**src/hw/rtl/air_quality_beep_alarm_defines.svh**
```systemverilog
// assertion macros for the air quality beep alarm
`ifndef AIR_QUALITY_BEEP_ALARM_DEFINES_SVH
`define AIR_QUALITY_BEEP_ALARM_DEFINES_SVH

`ifndef NO_ASSERTIONS
`define AQBA_ASSERT_SAME(label, clk, rst_n, ante, cons) \
    label: assert property (@(posedge clk) disable iff (!rst_n) (ante) |-> (cons)) \
        else $error("assertion failed");
`define AQBA_ASSERT_NEXT(label, clk, rst_n, ante, cons) \
    label: assert property (@(posedge clk) disable iff (!rst_n) (ante) |=> (cons)) \
        else $error("assertion failed");
`else
`define AQBA_ASSERT_SAME(label, clk, rst_n, ante, cons)
`define AQBA_ASSERT_NEXT(label, clk, rst_n, ante, cons)
`endif

`endif

```
**src/hw/rtl/aqba_pkg.sv**
```systemverilog
// types and constants shared by the air quality beep alarm
package aqba_pkg;

    localparam int DIV_DW = 17;
    localparam int DIV_VW = 10;
    localparam int DIV_CW = $clog2(DIV_DW);

    localparam logic [6:0] PERCENT_SCALE  = 7'd100;
    localparam logic [6:0] PERCENT_MAX    = 7'd100;
    localparam logic [8:0] PAUSE_LONG_MS  = 9'd450;
    localparam logic [8:0] PAUSE_SHORT_MS = 9'd120;
    localparam logic [8:0] PAUSE_SPAN_MS  = 9'd330;

    localparam logic [1:0] TONE_SILENT = 2'd0;
    localparam logic [1:0] TONE_LOW    = 2'd1;
    localparam logic [1:0] TONE_HIGH   = 2'd2;

    localparam logic [1:0] CFG_WARNING = 2'd0;
    localparam logic [1:0] CFG_DANGER  = 2'd1;
    localparam logic [1:0] CFG_BEEP    = 2'd2;

    typedef struct packed {
        logic              start;
        logic [DIV_DW-1:0] dividend;
        logic [DIV_VW-1:0] divisor;
    } t_div_req;

    typedef struct packed {
        logic              done;
        logic [DIV_DW-1:0] quotient;
    } t_div_rsp;

endpackage

```
**src/hw/rtl/aqba_if.sv**
```systemverilog
// input and output word channels of the air quality beep alarm
interface aqba_in_if;
    logic        valid;
    logic        ready;
    logic [9:0]  raw_sample;
    logic [31:0] time_ms;

    modport source (output valid, raw_sample, time_ms, input ready);
    modport sink (input valid, raw_sample, time_ms, output ready);
endinterface

interface aqba_out_if;
    logic       valid;
    logic       ready;
    logic [6:0] quality_percent;
    logic       alert;
    logic       danger;
    logic [1:0] tone_code;

    modport source (output valid, quality_percent, alert, danger, tone_code, input ready);
    modport sink (input valid, quality_percent, alert, danger, tone_code, output ready);
endinterface

```
**src/hw/rtl/aqba_div.sv**
```systemverilog
// restoring divider, one quotient bit per cycle
`include "air_quality_beep_alarm_defines.svh"

module aqba_div (
    input  logic               i_clk,
    input  logic               i_rst_n,
    input  aqba_pkg::t_div_req i_req,
    output aqba_pkg::t_div_rsp o_rsp
);

    logic                        r_busy;
    logic                        r_done;
    logic [aqba_pkg::DIV_CW-1:0] r_cnt;
    logic [aqba_pkg::DIV_DW-1:0] r_dvd;
    logic [aqba_pkg::DIV_VW-1:0] r_rem;
    logic [aqba_pkg::DIV_VW-1:0] r_div;

    logic [aqba_pkg::DIV_VW:0]   rem_sh;
    logic [aqba_pkg::DIV_VW:0]   rem_sub;
    logic                        ge;

    localparam logic [aqba_pkg::DIV_CW-1:0] LAST_STEP = aqba_pkg::DIV_CW'(aqba_pkg::DIV_DW - 1);

    always_comb begin
        rem_sh  = {r_rem, r_dvd[aqba_pkg::DIV_DW-1]};
        ge      = rem_sh >= {1'b0, r_div};
        rem_sub = rem_sh - {1'b0, r_div};
    end

    always_ff @(posedge i_clk) begin
        if (!i_rst_n) begin
            r_busy <= 1'b0;
            r_done <= 1'b0;
            r_cnt  <= '0;
        end else begin
            if (i_req.start) begin
                r_busy <= 1'b1;
                r_cnt  <= '0;
                r_done <= 1'b0;
            end else if (r_busy) begin
                r_cnt  <= r_cnt + 1'b1;
                r_busy <= (r_cnt != LAST_STEP);
                r_done <= (r_cnt == LAST_STEP);
            end else begin
                r_done <= 1'b0;
            end
        end
    end

    always_ff @(posedge i_clk) begin
        if (i_req.start) begin
            r_dvd <= i_req.dividend;
            r_div <= i_req.divisor;
            r_rem <= '0;
        end else if (r_busy) begin
            r_dvd <= {r_dvd[aqba_pkg::DIV_DW-2:0], ge};
            r_rem <= ge ? rem_sub[aqba_pkg::DIV_VW-1:0] : rem_sh[aqba_pkg::DIV_VW-1:0];
        end
    end

    assign o_rsp.done     = r_done;
    assign o_rsp.quotient = r_dvd;

    `AQBA_ASSERT_NEXT(a_start_busy, i_clk, i_rst_n, i_req.start, r_busy)
    `AQBA_ASSERT_SAME(a_done_idle, i_clk, i_rst_n, r_done, !r_busy)
    `AQBA_ASSERT_NEXT(a_last_done, i_clk, i_rst_n,
        r_busy && !i_req.start && r_cnt == LAST_STEP, r_done)

endmodule

```
**src/hw/rtl/air_quality_beep_alarm.sv**
```systemverilog
// air quality alarm: percent scaling, thresholds and beep sequencing
// i_in carries one word per sensor reading: raw_sample and time_ms.
// o_out returns one word per reading: quality_percent, alert, danger and
// tone_code (0 silent, 1 low, 2 high, as driven after this reading).
// thresholds and beep length are written on the cfg port; the user must write them only while idle
// (the block does not enforce this): index 0 warning percent, 1 danger percent, 2 beep length in ms.
// a word passes through S_SCALE, S_PREP and S_UPDATE on its way to o_out.valid, and also
// waits in S_DIV_P when a pause has to be worked out (alert, not danger, buzzer silent, warning below 100).
// the percent comes from a shift-and-add divide by 1023, registered in S_SCALE; the
// pause between beeps uses the 17-step divider.
// a new word is taken only once the last one has left S_UPDATE.
// i_in.ready is high only while the sequencer waits for a word.
// the result sits in an output register; the next word is taken while it
// waits, and the update stalls only if the old result is still not taken.
// reset silences the buzzer, clears the beep timer to 0 and loads the
// registers with warning 45, danger 75 and beep length 90 ms.
`include "air_quality_beep_alarm_defines.svh"

module air_quality_beep_alarm (
    input  logic        i_clk,
    input  logic        i_rst_n,
    input  logic        i_cfg_we,
    input  logic [1:0]  i_cfg_idx,
    input  logic [15:0] i_cfg_data,
    aqba_in_if.sink     i_in,
    aqba_out_if.source  o_out
);

    localparam logic [2:0] S_IDLE   = 3'd0;
    localparam logic [2:0] S_SCALE  = 3'd1;
    localparam logic [2:0] S_PREP   = 3'd2;
    localparam logic [2:0] S_DIV_P  = 3'd3;
    localparam logic [2:0] S_UPDATE = 3'd4;

    logic [2:0]  r_state, n_state;
    logic [6:0]  r_warn;
    logic [6:0]  r_danger;
    logic [15:0] r_beep;
    logic        r_sounding;
    logic [31:0] r_last;
    logic [1:0]  r_tone;
    logic [9:0]  r_raw;
    logic [31:0] r_time;
    logic [6:0]  r_q;
    logic [8:0]  r_pause;
    logic        r_out_valid;
    logic [6:0]  r_out_q;
    logic        r_out_alert;
    logic        r_out_danger;
    logic [1:0]  r_out_tone;

    aqba_pkg::t_div_req div_req;
    aqba_pkg::t_div_rsp div_rsp;

    logic        accept;
    logic        alert;
    logic        danger;
    logic        need_pause;
    logic [6:0]  q_diff;
    logic [6:0]  span;
    logic [31:0] elapsed;
    logic        out_free;
    logic        beep_over;
    logic        pause_over;
    logic [16:0] scaled;
    logic [16:0] q_sum;
    logic [6:0]  q_new;

    aqba_div u_div (
        .i_clk   (i_clk),
        .i_rst_n (i_rst_n),
        .i_req   (div_req),
        .o_rsp   (div_rsp)
    );

    always_comb begin
        accept     = i_in.valid && (r_state == S_IDLE);
        // divide by 1023 as (x + x/1024 + 1) / 1024, exact for x up to 102300
        scaled     = 17'(r_raw) * 17'(aqba_pkg::PERCENT_SCALE);
        q_sum      = scaled + 17'(scaled[16:10]) + 17'd1;
        q_new      = q_sum[16:10];
        alert      = r_q >= r_warn;
        danger     = r_q >= r_danger;
        need_pause = alert && !danger && !r_sounding && (r_warn < aqba_pkg::PERCENT_MAX);
        q_diff     = r_q - r_warn;
        span       = aqba_pkg::PERCENT_MAX - r_warn;
        elapsed    = r_time - r_last;
        beep_over  = elapsed >= {16'd0, r_beep};
        pause_over = elapsed >= {23'd0, r_pause};
        out_free   = !r_out_valid || o_out.ready;

        div_req.start    = 1'b0;
        div_req.dividend = '0;
        div_req.divisor  = '0;
        n_state          = r_state;
        case (r_state)
            S_IDLE: begin
                if (accept) begin
                    n_state = S_SCALE;
                end
            end
            S_SCALE: begin
                n_state = S_PREP;
            end
            S_PREP: begin
                if (need_pause) begin
                    div_req.start    = 1'b1;
                    div_req.dividend = aqba_pkg::DIV_DW'(q_diff) *
                                       aqba_pkg::DIV_DW'(aqba_pkg::PAUSE_SPAN_MS);
                    div_req.divisor  = aqba_pkg::DIV_VW'(span);
                    n_state          = S_DIV_P;
                end else begin
                    n_state = S_UPDATE;
                end
            end
            S_DIV_P: begin
                if (div_rsp.done) begin
                    n_state = S_UPDATE;
                end
            end
            S_UPDATE: begin
                if (out_free) begin
                    n_state = S_IDLE;
                end
            end
            default: begin
                n_state = S_IDLE;
            end
        endcase
    end

    always_ff @(posedge i_clk) begin
        if (!i_rst_n) begin
            r_state     <= S_IDLE;
            r_warn      <= 7'd45;
            r_danger    <= 7'd75;
            r_beep      <= 16'd90;
            r_sounding  <= 1'b0;
            r_last      <= '0;
            r_tone      <= aqba_pkg::TONE_SILENT;
            r_out_valid <= 1'b0;
        end else begin
            r_state <= n_state;
            if (i_cfg_we) begin
                case (i_cfg_idx)
                    aqba_pkg::CFG_WARNING: r_warn   <= i_cfg_data[6:0];
                    aqba_pkg::CFG_DANGER:  r_danger <= i_cfg_data[6:0];
                    aqba_pkg::CFG_BEEP:    r_beep   <= i_cfg_data;
                    default: begin
                    end
                endcase
            end
            if (r_state == S_UPDATE && out_free) begin
                r_out_valid <= 1'b1;
                if (!alert) begin
                    r_tone     <= aqba_pkg::TONE_SILENT;
                    r_sounding <= 1'b0;
                end else if (danger) begin
                    r_tone     <= aqba_pkg::TONE_HIGH;
                    r_sounding <= 1'b1;
                    r_last     <= r_time;
                end else if (r_sounding) begin
                    if (beep_over) begin
                        r_tone     <= aqba_pkg::TONE_SILENT;
                        r_sounding <= 1'b0;
                        r_last     <= r_time;
                    end
                end else if (pause_over) begin
                    r_tone     <= aqba_pkg::TONE_LOW;
                    r_sounding <= 1'b1;
                    r_last     <= r_time;
                end
            end else if (r_out_valid && o_out.ready) begin
                r_out_valid <= 1'b0;
            end
        end
    end

    always_ff @(posedge i_clk) begin
        if (accept) begin
            r_raw  <= i_in.raw_sample;
            r_time <= i_in.time_ms;
        end
        if (r_state == S_SCALE) begin
            r_q <= q_new;
        end
        if (r_state == S_PREP) begin
            r_pause <= aqba_pkg::PAUSE_SHORT_MS;
        end
        if (r_state == S_DIV_P && div_rsp.done) begin
            r_pause <= aqba_pkg::PAUSE_LONG_MS - div_rsp.quotient[8:0];
        end
        if (r_state == S_UPDATE && out_free) begin
            r_out_q      <= r_q;
            r_out_alert  <= alert;
            r_out_danger <= danger;
            if (!alert) begin
                r_out_tone <= aqba_pkg::TONE_SILENT;
            end else if (danger) begin
                r_out_tone <= aqba_pkg::TONE_HIGH;
            end else if (r_sounding) begin
                r_out_tone <= beep_over ? aqba_pkg::TONE_SILENT : r_tone;
            end else begin
                r_out_tone <= pause_over ? aqba_pkg::TONE_LOW : r_tone;
            end
        end
    end

    assign i_in.ready            = (r_state == S_IDLE);
    assign o_out.valid           = r_out_valid;
    assign o_out.quality_percent = r_out_q;
    assign o_out.alert           = r_out_alert;
    assign o_out.danger          = r_out_danger;
    assign o_out.tone_code       = r_out_tone;

    `AQBA_ASSERT_SAME(a_silent_when_idle, i_clk, i_rst_n,
        !r_sounding, r_tone == aqba_pkg::TONE_SILENT)
    `AQBA_ASSERT_SAME(a_no_alert_silent, i_clk, i_rst_n,
        r_out_valid && !r_out_alert, r_out_tone == aqba_pkg::TONE_SILENT)
    `AQBA_ASSERT_SAME(a_div_done_in_wait, i_clk, i_rst_n,
        div_rsp.done, r_state == S_DIV_P)
    `AQBA_ASSERT_SAME(a_raw_matches_q, i_clk, i_rst_n,
        r_state == S_PREP, r_q <= aqba_pkg::PERCENT_MAX && (r_raw != 10'd0 || r_q == 7'd0))

endmodule
```
**src/flat_wrapper.sv**
```systemverilog
// flat-port wrapper written by rule: the top's interface ports become plain ports
module air_quality_beep_alarm_flat 
  (i_clk, i_rst_n, i_cfg_we, i_cfg_idx, i_cfg_data, i_in_valid, i_in_raw_sample, i_in_time_ms, i_in_ready, o_out_valid, o_out_quality_percent, o_out_alert, o_out_danger, o_out_tone_code, o_out_ready);
  aqba_in_if i_in_i ();
  aqba_out_if o_out_i ();
  input  logic i_clk;
  input  logic i_rst_n;
  input  logic i_cfg_we;
  input  logic [1:0] i_cfg_idx;
  input  logic [15:0] i_cfg_data;
  input wire logic [$bits(i_in_i.valid)-1:0] i_in_valid;
  input wire logic [$bits(i_in_i.raw_sample)-1:0] i_in_raw_sample;
  input wire logic [$bits(i_in_i.time_ms)-1:0] i_in_time_ms;
  output wire logic [$bits(i_in_i.ready)-1:0] i_in_ready;
  output wire logic [$bits(o_out_i.valid)-1:0] o_out_valid;
  output wire logic [$bits(o_out_i.quality_percent)-1:0] o_out_quality_percent;
  output wire logic [$bits(o_out_i.alert)-1:0] o_out_alert;
  output wire logic [$bits(o_out_i.danger)-1:0] o_out_danger;
  output wire logic [$bits(o_out_i.tone_code)-1:0] o_out_tone_code;
  input wire logic [$bits(o_out_i.ready)-1:0] o_out_ready;
  assign i_in_i.valid = i_in_valid;
  assign i_in_i.raw_sample = i_in_raw_sample;
  assign i_in_i.time_ms = i_in_time_ms;
  assign i_in_ready = i_in_i.ready;
  assign o_out_valid = o_out_i.valid;
  assign o_out_quality_percent = o_out_i.quality_percent;
  assign o_out_alert = o_out_i.alert;
  assign o_out_danger = o_out_i.danger;
  assign o_out_tone_code = o_out_i.tone_code;
  assign o_out_i.ready = o_out_ready;
  air_quality_beep_alarm u_core (.i_clk(i_clk), .i_rst_n(i_rst_n), .i_cfg_we(i_cfg_we), .i_cfg_idx(i_cfg_idx), .i_cfg_data(i_cfg_data), .i_in(i_in_i), .o_out(o_out_i));
endmodule
```
**config.mk**
```make
export PLATFORM = sky130hd
export DESIGN_NAME = air_quality_beep_alarm_flat
export DESIGN_NICKNAME = d
export VERILOG_FILES = /design/src/hw/rtl/aqba_pkg.sv /design/src/hw/rtl/aqba_if.sv /design/src/hw/rtl/aqba_div.sv /design/src/hw/rtl/air_quality_beep_alarm.sv /design/src/flat_wrapper.sv
export VERILOG_INCLUDE_DIRS = /design/src /design/src/hw/rtl
export SDC_FILE = /design/constraint.sdc
export NUM_CORES = 1
export LEC_CHECK = 0
export BUFFER_PORTS_ARGS = -buffer_cell sky130_fd_sc_hd__buf_2
export CAP_MARGIN = 20
export CORE_AREA = 2 2 134 162
export CTS_CLUSTER_SIZE = 20
export DETAILED_ROUTE_END_ITERATION = 12
export DIE_AREA = 0 0 136 164
export PLACE_DENSITY = 0.78
export SYNTH_ARGS = -nofsm -noshare
export SYNTH_HDL_FRONTEND = slang
export SYNTH_SLANG_ARGS = --single-unit
```
**constraint.sdc**
```tcl
create_clock -name i_clk -period 9.9 [get_ports i_clk]
set_input_delay 0.495 -clock i_clk [delete_from_list [all_inputs] [get_ports i_clk]]
set_output_delay 0.495 -clock i_clk [all_outputs]
set_load 0.01 [all_outputs]
```
After elaboration in Yosys (flattened, before gate mapping)
Cells that the tools add are included.

Bits in registers: 182. Latch bits: 0. Bits in writable memories: 0. Bits in read-only memories: 0. Output and inout port bits: 13. Memories: 0.

Add/subtract/negate cells: 8. $mul: 2. Divide/modulo/power cells: 0. $lt $le $gt $ge: 6. Eq/ne operators: 12. Shift-type cells: 0. Mux-type cells: 30. Bitwise logic cells: 2. Reductions and logical operators: 25.

Operators by type and width (number): 32-bit 2-to-1 mux (4); 28-bit 2-to-1 mux (2); 17-bit 2-to-1 mux (2); 32-bit by 16-bit greater-or-equal comparator with 1-bit output (1); 32-bit by 9-bit greater-or-equal comparator with 1-bit output (1); 32-bit subtractor (1); 9-bit 2-to-1 mux (2); 17-bit by 1-bit adder with 17-bit output, second input constant (1); 17-bit by 7-bit adder with 17-bit output (1); 10-bit by 5-bit multiplier with 15-bit output, second input constant (1); 7-bit by 8-bit multiplier with 15-bit output, second input constant (1); 3-bit case mux with 5 select lines (1); 7-bit greater-or-equal comparator (2); 3-bit 2-to-1 mux (4); 11-bit by 10-bit greater-or-equal comparator with 1-bit output (1); 10-bit 2-to-1 mux (1); 2-bit 2-to-1 mux (5); 10-bit subtractor (1); 1-bit 2-to-1 mux (9); 9-bit subtractor, first input constant (1); 2-bit AND reduction (4); 1-bit logical AND (7); 7-bit less-than comparator, second input constant (1); 7-bit subtractor (1); 23 further kinds (30).

Longest topological paths before layout
Gate-level depths: netlist (run 1).

Depth after elaboration: 8. Gate-level depth with buffers: 26.

By module
A second synthesis (run 1) with hierarchy kept.

Cells, all modules: 1349. Area total of the unflattened synthesis: 12709.7 µm².

By module, submodules not included: air_quality_beep_alarm (times used 1, cells an instance 1150, area each 10390.0 µm², seq. area each 3453.3 µm²); aqba_div (times used 1, cells an instance 199, area each 2319.7 µm², seq. area each 1151.1 µm²).

Worst setup path before layout (run 1)
OpenSTA, ideal clock, no wires.

Path kind: reg2reg. From: register u_core.r_q[0]. To: register u_core.u_div.r_dvd[15] in the netlist's numbering (data pin). Setup time: 0.267 ns. Arrival time: 4.797 ns. Required time: 9.633 ns. Path slack: 4.836 ns. Stages on the path, launching flop included: 27. Path buffers: 0. Clock period less this slack: 5.064 ns. Path through: edfxtp_1 inv_1 ha_1 inv_1 fa_1 a21oi_1 nor2b_1 nor2_1 o21bai_1 a21oi_1 xnor2_1 nand2_1 fa_1 inv_1 ha_1 fa_1 ha_1 o21ai_0 a21oi_1 o21ai_0 a21boi_0 o21ai_0 nand2b_1 a21o_1 a21oi_1 xor2_1 o21ai_0.

Cells in the longest elaborated chain, start to end: 8. Elaborated cells between the ends (all ways): 11. Those cells by class: 1 x add/sub; 1 x mul; 2 x order compare; 3 x mux; 4 x reduce/logical.

Ends and longest elaborated chain: from (decl) (RTL line air_quality_beep_alarm.sv:44) `logic [6:0] r_q;`; from (signal assigned) (RTL line air_quality_beep_alarm.sv:185) `r_q <= q_new;`; branches (longest 5 deep; another with 7-bit by 8-bit multiplier with 15-bit output); 28-bit 2-to-1 mux * (RTL line air_quality_beep_alarm.sv:106) `if (need_pause) begin`; 28-bit 2-to-1 mux * (RTL line air_quality_beep_alarm.sv:96) `case (r_state)`; 17-bit 2-to-1 mux * (RTL line aqba_div.sv:51) `if (i_req.start) begin`; to (signal assigned) (RTL line aqba_div.sv:52) `r_dvd <= i_req.dividend;`; to (signal assigned) (RTL line aqba_div.sv:56) `r_dvd <= {r_dvd[aqba_pkg::DIV_DW-2:0], ge};`; to (decl) (RTL line aqba_div.sv:14) `logic [aqba_pkg::DIV_DW-1:0] r_dvd;`.

Every way passes the cells marked *. A chain may end at the register's enable or synchronous reset.

Final worst setup path (run 1)
Ends and elaborated chain as after synthesis.

==> impl_metrics.json, run 1 <==
{
  "synthXorXnorAreaFrac_pct": 4.96,
  "max-slew-margin-rel_pct": 35.4,
  "synth-edff-count": 93,
  "yosys_warnings": 0,
  "cp-end-kind": "flop",
  "cp_num_buf_inv": 3,
  "tritoncts": "yes",
  "fin_util_pct": 64.2,
  "ys_ff_latch": 179,
  "floorplan.initialDensity_pct": 58.7,
  "grt_max_degree": 104,
  "drt-total-wl_mm": 26.2,
  "ir_drop_uv": 417,
  "synth_cells": 1308,
  "dr.pass1.iters": 5,
  "synth_area_um2": 12200,
  "fin_skew_ps": 11.0,
  "syn_nets": 1536,
  "dp_hpwl_mm": 19.6,
  "place_area_um2": 12700,
  "ios": 78,
  "grt_pass1_wl_mm": 42.7,
  "avgRoutedWirePerCell_um": 15.9,
  "cts_root_buf": "clkbuf_16",
  "dp.cells": 1618,
  "critical_path_peak_fanout": 4,
  "drtIter0Drc": 464,
  "synthFlopType": "edfxtp_1",
  "die_area_um2": 22300,
  "hold_ws_ps": 225,
  "numCtsBuffers": 17,
  "antennaDiodeCount": 0,
  "design_area_um2": 13300,
  "hold_path_class": "in2reg",
  "synth.distinct_cells": 85,
  "tns_ps": 0,
  "yosysSeqAreaShare_pct": 37.0,
  "groute.usage.overall_pct": 23.8,
  "vias": 9419,
  "die_w_um": 136,
  "worst_slew_pin_slew_ps": 969,
  "synth_fa_ha_area_share_pct": 17.5,
  "synth-compound-area-share_pct": 14.6,
  "max_freq_ghz": 0.176,
  "power.leakage_nw": 5.64,
  "clk_path_buf_depth": 2,
  "setup_viol": 0,
  "arrival_ps": 5840,
  "first_global_vias": 9256,
  "cts_resized": 0,
  "status": "finished, final reports clean",
  "rows": 58,
  "crit_slowest_cell": "fa_1",
  "max_cap_viol_count": 0,
  "clk_latency_ps": 440,
  "drc_errors": 0,
  "place.gp.congestion": 0.908,
  "period_minus_slack_ps": 5670,
  "ant_nets": 0,
  "instances_no_fill": 1652,
  "period_share_pct": 57.2,
  "maxSlewViolCount": 0,
  "fin_nets": 1597,
  "synth-simple-area-share_pct": 15.4,
  "post_cts_buffers": 0,
  "fin_ws_ps": 4230,
  "grt_antenna_before_repair": 0,
  "clkSlewWorstSetupHoldPaths_ps": 70,
  "rsz0062_at_grt": "false",
  "h-tree-depth": 4,
  "slowest_delay_ps": 550,
  "vias_per_cell": 5.70,
  "p_per_area_nw_per_um2": 244,
  "hold_violations": 0,
  "power_mw": 3.25,
  "drive_gt1_share_pct": 10.5,
  "ys_async_sr_fraction_pct": 0,
  "crit_type": "reg2reg",
  "grt_overflow_total": 0,
  "portBuffers": 77,
  "crit_required_ps": 10080,
  "muxShareOfSynthArea_pct": 3.79,
  "post-place-ws_ps": 4370,
  "cp_top_family": "adder cells",
  "holdBufCountCts": 0,
  "start_kind": "flop",
  "numClockSinks": 179,
  "core_area_um2": 20800,
  "synth_top_family_by_area": "adder cells",
  "syn_to_final_growth_pct": 9.30,
  "synth.avg_cell_area_um2": 9.32,
  "die_h_um": 164
}
==> layout by cell type, fill, tap and decap left out, types with 29 or more instances in the layout <==
cell type,count
nand2_1,188
ha_1,151
inv_1,138
edfxtp_1,93
dfxtp_1,86
nor2_1,80
buf_2,77
a21oi_1,66
o21ai_0,61
mux2i_1,45
xnor2_1,40
xor2_1,29
==> where the power goes <==
part | switching (mW) | total, mW | internal, mW
sequential | 0.0549 | 0.921 | 0.866
combinational | 0.897 | 1.62 | 0.723
clock | 0.303 | 0.707 | 0.404
==> routing by layer <==
metal	vias to the layer above	routed length (um)	GRT usage, %
met5	-	0	0
met4	0	634	9.23
met3	57	959	3.12
met2	214	13400	43.4
met1	4459	11200	28.3
li1	4689	-	-
==> registers in the layout, indices dropped and copies added (netlist names), 9 cells and up <==
signal / cells
u_core.r_beep: 16
u_core.r_last: 32
u_core.r_pause: 9
u_core.r_raw: 10
u_core.r_time: 32
u_core.u_div.r_dvd: 17
u_core.u_div.r_rem: 10
==> path summary, 6_finish.rpt <==
kind,start,end,slack (ps),cells after the start
worst max-delay path,u_core.r_q[0]$_DFFE_PP_,u_core.u_div.r_dvd[15]$_DFFE_PP_,4230,26
worst min-delay path,i_in_raw_sample[3],u_core.r_raw[3]$_DFFE_PP_,220,1
worst max register to register,u_core.r_q[0]$_DFFE_PP_,u_core.u_div.r_dvd[15]$_DFFE_PP_,4230,26
worst min register to register,u_core.r_tone[1]$_SDFFE_PN0P_,u_core.r_tone[1]$_SDFFE_PN0P_,450,2
==> final cells by class <==
cell class,count,area [um2]
fill,1725,7430
multi-input combinational,949,6860
sequential,179,4510
clock buffer,22,518
inverter,138,518
timing repair buffer,84,470
tap,270,338
clock inverter,10,106
==> logic make-up (layout without fill, tap and decap cells) <==
group           count (synthesis)  after routing
simple gates                  402            402
compound gates                269            269
buf+inv                       180            254
flops                         179            179
fa+ha+maj                     163            163
xor+xnor                       69             69
mux                            46             46
==> synth_stat cells, types with 20 or more instances <==
| cell | count | area, um2 |
|---|---|---|
| nand2_1 | 188 | 706 |
| ha_1 | 151 | 1890 |
| inv_1 | 138 | 518 |
| edfxtp_1 | 93 | 2790 |
| dfxtp_1 | 86 | 1720 |
| nor2_1 | 80 | 300 |
| a21oi_1 | 66 | 330 |
| o21ai_0 | 61 | 305 |
| mux2i_1 | 45 | 450 |
| xnor2_1 | 40 | 350 |
| xor2_1 | 29 | 254 |
| a21boi_0 | 21 | 158 |
| a21o_1 | 21 | 158 |
| nor3_1 | 20 | 100 |
Power figures use the tool's default switching activity.
==> run 2, diff against run 1 <==
clock period = 5.84 ns   (was 9.9 ns; I/O delays follow)
==> impl_metrics.json, run 2 (synthesis gave the netlist of run 1 again) <==
{
  "dp_hpwl_mm": 19.6,
  "antennaDiodeCount": 0,
  "portBuffers": 77,
  "critical_path_peak_fanout": 4,
  "h-tree-depth": 4,
  "drc_errors": 0,
  "top_usage_layer": "met2",
  "grt_max_degree": 59,
  "die_w_um": 136,
  "met2_usage_pct": 41.3,
  "dr.pass1.iters": 5,
  "numClockSinks": 179,
  "holdBufCountCts": 0,
  "post-place-ws_ps": 254,
  "cell_internal_pwr_mw": 3.29,
  "floorplan.initialDensity_pct": 58.7,
  "grt_antenna_before_repair": 0,
  "drt-total-wl_mm": 25.5,
  "tns_ps": 0,
  "max-slew-margin-rel_pct": 35.3,
  "fin_skew_ps": 12.2,
  "avgRoutedWirePerCell_um": 15.4,
  "vias_per_cell": 5.62,
  "worst_slew_pin_slew_ps": 969,
  "hold_violations": 0,
  "fillers": 1738,
  "hold_path_class": "in2reg",
  "maxSlewViolCount": 0,
  "fin_util_pct": 63.9,
  "ir_drop_uv": 728,
  "seqPwrFrac_pct": 28.8,
  "place.gp.congestion": 0.913,
  "instances_no_fill": 1653,
  "rows": 58,
  "drtIter0Drc": 475,
  "clkSlewWorstSetupHoldPaths_ps": 80,
  "fin_nets": 1598,
  "p_per_area_nw_per_um2": 408,
  "met1_usage_pct": 28.6,
  "top_regs": "u_core.r_last (32), u_core.r_time (32), u_core.u_div.r_dvd (17)",
  "pwr-share-comb_pct": 50.4,
  "hold_ws_ps": 18.9,
  "syn_to_final_growth_pct": 8.87,
  "clk_path_buf_depth": 2,
  "status": "finished, final reports clean",
  "crit_slowest_cell": "fa_1",
  "clk_latency_ps": 440,
  "start_kind": "flop",
  "drive_gt1_share_pct": 10.6,
  "ios": 78,
  "place_area_um2": 12700,
  "arrival_ps": 5570,
  "die_area_um2": 22300,
  "design_area_um2": 13300,
  "slowest_delay_ps": 510,
  "period_share_pct": 92.1,
  "dp.cells": 1620,
  "cp-end-kind": "flop",
  "grt_pass1_wl_mm": 42.0,
  "crit_required_ps": 6030,
  "power.leakage_nw": 5.62,
  "met3_usage_pct": 3.73,
  "crit_type": "reg2reg",
  "layout_common_cells": "nand2_1 (187), ha_1 (151), inv_1 (138), edfxtp_1 (93), dfxtp_1 (86)",
  "rsz0062_at_grt": "false",
  "final_common_cell": "nand2_1",
  "ant_nets": 0,
  "groute.usage.overall_pct": 23.5,
  "setup_viol": 0,
  "p_sw_share_pct": 39.1,
  "die_h_um": 164,
  "clock_power_share_pct": 20.8,
  "tritoncts": "yes",
  "max_cap_viol_count": 0,
  "cp_top_family": "adder cells",
  "numCtsBuffers": 17,
  "cts_root_buf": "clkbuf_16",
  "vias": 9291,
  "max_freq_ghz": 0.186,
  "first_global_vias": 8930,
  "period_minus_slack_ps": 5380,
  "power_mw": 5.41,
  "switching_power_mw": 2.12,
  "cp_num_buf_inv": 3,
  "grt_overflow_total": 0,
  "core_area_um2": 20800,
  "fin_ws_ps": 461
}
run 2: path summary, 6_finish.rpt:
kind | from | to | slack, ps | cells past startpoint
setup reg to reg | u_core.r_q[0]$_DFFE_PP_ | u_core.u_div.r_dvd[15]$_DFFE_PP_ | 460 | 26
hold / removal | i_in_raw_sample[1] | u_core.r_raw[1]$_DFFE_PP_ | 20 | 1
setup / recovery | u_core.r_q[0]$_DFFE_PP_ | u_core.u_div.r_dvd[15]$_DFFE_PP_ | 460 | 26
hold reg to reg | u_core.r_tone[1]$_SDFFE_PN0P_ | u_core.r_tone[1]$_SDFFE_PN0P_ | 460 | 2
run 2: worst register-to-register path: stages, from the launching register on:
cell,delay (ps)
edfxtp_1,390
inv_1,90
ha_1,160
inv_1,60
fa_1,400
a21oi_1,180
nor2b_1,60
nor2_1,150
o21bai_1,100
a21oi_2,180
xnor2_2,180
nand2_2,110
fa_1,510
inv_1,50
ha_1,300
fa_1,460
ha_1,320
o21ai_0,110
a21oi_1,130
o21ai_1,170
a21boi_0,150
o21ai_0,170
nand2b_1,110
a21o_1,180
a21oi_1,180
xor2_1,150
o21ai_0,80
run 2: power by group through the flow:
| stage | clock network, mW | logic (mW) | registers, mW |
|---|---|---|---|
| floorplan | 0 | 2.16 | 1.56 |
| global placement | 0 | 2.60 | 1.58 |
| detailed placement | 0 | 2.70 | 1.59 |
| CTS | 1.14 | 2.72 | 1.56 |
| global route | 1.19 | 3.09 | 1.57 |
| finish | 1.13 | 2.73 | 1.56 |
run 2: what timing repair did:
action / 4_1_cts / 5_1_grt
buffers inserted: 0 / 0
gates resized for setup: 0 / 4
setup endpoints to repair: 0 / 1
run 2: routing by layer:
layer  part of all wire (%)  vias up
met5                      0        -
met4                    3.2        0
met3                    3.8       60
li1                       -     4689
met2                     49      193
met1                     44     4349
run 2: final cells by class:
class	count	area, um2	share of cell area, %
multi-input combinational	949	6870	51.8
sequential	179	4510	34.0
inverter	138	518	3.90
clock buffer	21	483	3.64
timing repair buffer	85	458	3.45
tap	270	338	2.55
clock inverter	11	87.6	0.660
==> run 3, diff against run 2 <==
BUFFER_PORTS_ARGS = unset   (was -buffer_cell sky130_fd_sc_hd__buf_2)
DONT_BUFFER_PORTS = 1   (was unset)
GPL_TIMING_DRIVEN = 0   (was unset)
PLACE_DENSITY = 0.74   (was 0.78)
==> impl_metrics.json, run 3 (synthesis gave the netlist of run 1 again) <==
{
  "groute.usage.overall_pct": 24.7,
  "hold_ws_ps": 2.32,
  "instances_no_fill": 1664,
  "worst_slew_pin_slew_ps": 1020,
  "p_sw_share_pct": 39.7,
  "die_h_um": 164,
  "ir_drop_uv": 835,
  "fin_nets": 1609,
  "antennaDiodeCount": 0,
  "maxSlewViolCount": 0,
  "first_global_vias": 9326,
  "drt-total-wl_mm": 27.2,
  "status": "finished, final reports clean",
  "die_w_um": 136,
  "vias": 9443,
  "floorplan.initialDensity_pct": 58.7,
  "dp_hpwl_mm": 20.6,
  "p_per_area_nw_per_um2": 404,
  "cp-end-kind": "flop",
  "pwr-share-comb_pct": 50.8,
  "max-slew-margin-rel_pct": 31.7,
  "grt_max_degree": 39,
  "setup_viol": 0,
  "tns_ps": 0,
  "max_cap_viol_count": 0,
  "top_regs": "u_core.r_last (32), u_core.r_time (32), u_core.u_div.r_dvd (17)",
  "vias_per_cell": 5.67,
  "h-tree-depth": 4,
  "clk_path_buf_depth": 2,
  "fin_skew_ps": 10.8,
  "switching_power_mw": 2.20,
  "cell_internal_pwr_mw": 3.33,
  "grt_pass1_wl_mm": 43.7,
  "seqPwrFrac_pct": 28.1,
  "period_share_pct": 92.9,
  "dr.pass1.iters": 7,
  "start_kind": "flop",
  "clkSlewWorstSetupHoldPaths_ps": 70,
  "rows": 58,
  "grt_overflow_total": 0,
  "power.leakage_nw": 5.67,
  "numClockSinks": 179,
  "hold_violations": 0,
  "tritoncts": "yes",
  "layout_common_cells": "nand2_1 (187), ha_1 (151), inv_1 (138), edfxtp_1 (93), dfxtp_1 (86)",
  "crit_required_ps": 6020,
  "ant_nets": 0,
  "core_area_um2": 20800,
  "hold_path_class": "in2reg",
  "crit_type": "reg2reg",
  "final_common_cell": "nand2_1",
  "die_area_um2": 22300,
  "grt_antenna_before_repair": 0,
  "critical_path_peak_fanout": 4,
  "power_mw": 5.53,
  "clock_power_share_pct": 21.0,
  "rsz0062_at_grt": "false",
  "place.gp.congestion": 0.933,
  "arrival_ps": 5610,
  "cts_root_buf": "clkbuf_16",
  "drtIter0Drc": 576,
  "portBuffers": 0,
  "ios": 78,
  "syn_to_final_growth_pct": 12.4,
  "period_minus_slack_ps": 5430,
  "avgRoutedWirePerCell_um": 16.4,
  "drc_errors": 0,
  "clk_latency_ps": 440,
  "dp.cells": 1580,
  "max_freq_ghz": 0.184,
  "numCtsBuffers": 17,
  "drive_gt1_share_pct": 6.53
}
## run 3: changes by cell type in the layout (fill, tap and decap cells not counted), sizes merged
cell | previous run | this run
clkdlybuf4s50 | 0 | 1
clkbuf | 21 | 41
bufinv | 0 | 1
inv | 144 | 145
buf | 85 | 18
dlygate4sd3 | 0 | 53
clkinv | 3 | 5
## run 3: worst paths after layout
path	to	slack, ps	startpoint	cells past startpoint
worst max register to register	u_core.r_q[6]$_DFFE_PP_	410	u_core.r_raw[2]$_DFFE_PP_	24
worst max-delay path	u_core.r_q[6]$_DFFE_PP_	410	u_core.r_raw[2]$_DFFE_PP_	24
worst min register to register	u_core.r_last[7]$_SDFFE_PN0P_	460	u_core.r_last[7]$_SDFFE_PN0P_	2
worst min-delay path	u_core.r_beep[4]$_SDFFE_PN1P_	2	i_cfg_data[4]	2
## run 3: per-layer routing
layer  track usage [%]  up-vias  wire (um)
met1              28.7     4479      11400
met2              45.3      222      13900
met5                 0        -          0
li1                  -     4699          -
met3              4.97       43       1290
met4              7.43        0        561
## run 3: per-stage QoR
| step | utilization (%) | area, um2 | setup slack, ps |
|---|---|---|---|
| after floorplan | - | 12200 | 776 |
| after global routing | 66.0 | 13700 | 13.0 |
| after detailed placement | 60.5 | 12600 | 143 |
| after CTS | 65.8 | 13700 | 98.4 |
| final | 66.0 | 13700 | 414 |
| after global placement | 60.4 | 12500 | 187 |
## run 3: final cells by class
type | count | area (um2)
Fill cell | 1715 | 7050
Multi-Input combinational cell | 949 | 6890
Sequential cell | 179 | 4510
Timing Repair Buffer | 54 | 546
Inverter | 138 | 518
Clock buffer | 17 | 425
Tap cell | 270 | 338
Buffer | 42 | 302
Clock inverter | 15 | 169
## run 3: power groups by stage
stage,Sequential (mW),Clock [mW],Combinational (mW)
5_1_grt,1.57,1.23,3.19
3_5_place_dp,1.58,0,2.72
3_3_place_gp,1.58,0,2.65
2_1_floorplan,1.56,0,2.16
4_1_cts,1.56,1.17,2.78
6_report,1.56,1.16,2.81
## run 3: timing repair
action | CTS | global route
endpoints found under the setup margin | 0 | 3
gates resized for setup | 0 | 9
setup buffers | 0 | 1
hold buffers | 51 | 0
hold endpoints to repair | 55 | 0
## run 3: critical path, cell delays in order (launching register included)
cell      delay [ps]
edfxtp_1         460
ha_1             330
ha_1             320
fa_1             460
ha_1             340
nor2b_1          150
o21ai_0          190
a21boi_0         110
o21ai_0          210
a21boi_0         150
o21ai_0          170
nand2b_1         100
a21o_1           190
a21oi_1          220
xnor2_2          190
ha_1             300
a21oi_1          160
nor2_1            60
a211o_1          260
a21oi_1          150
nor3_2            80
and3_1           230
nand4_1          140
nor2_1            70
xor2_1           140
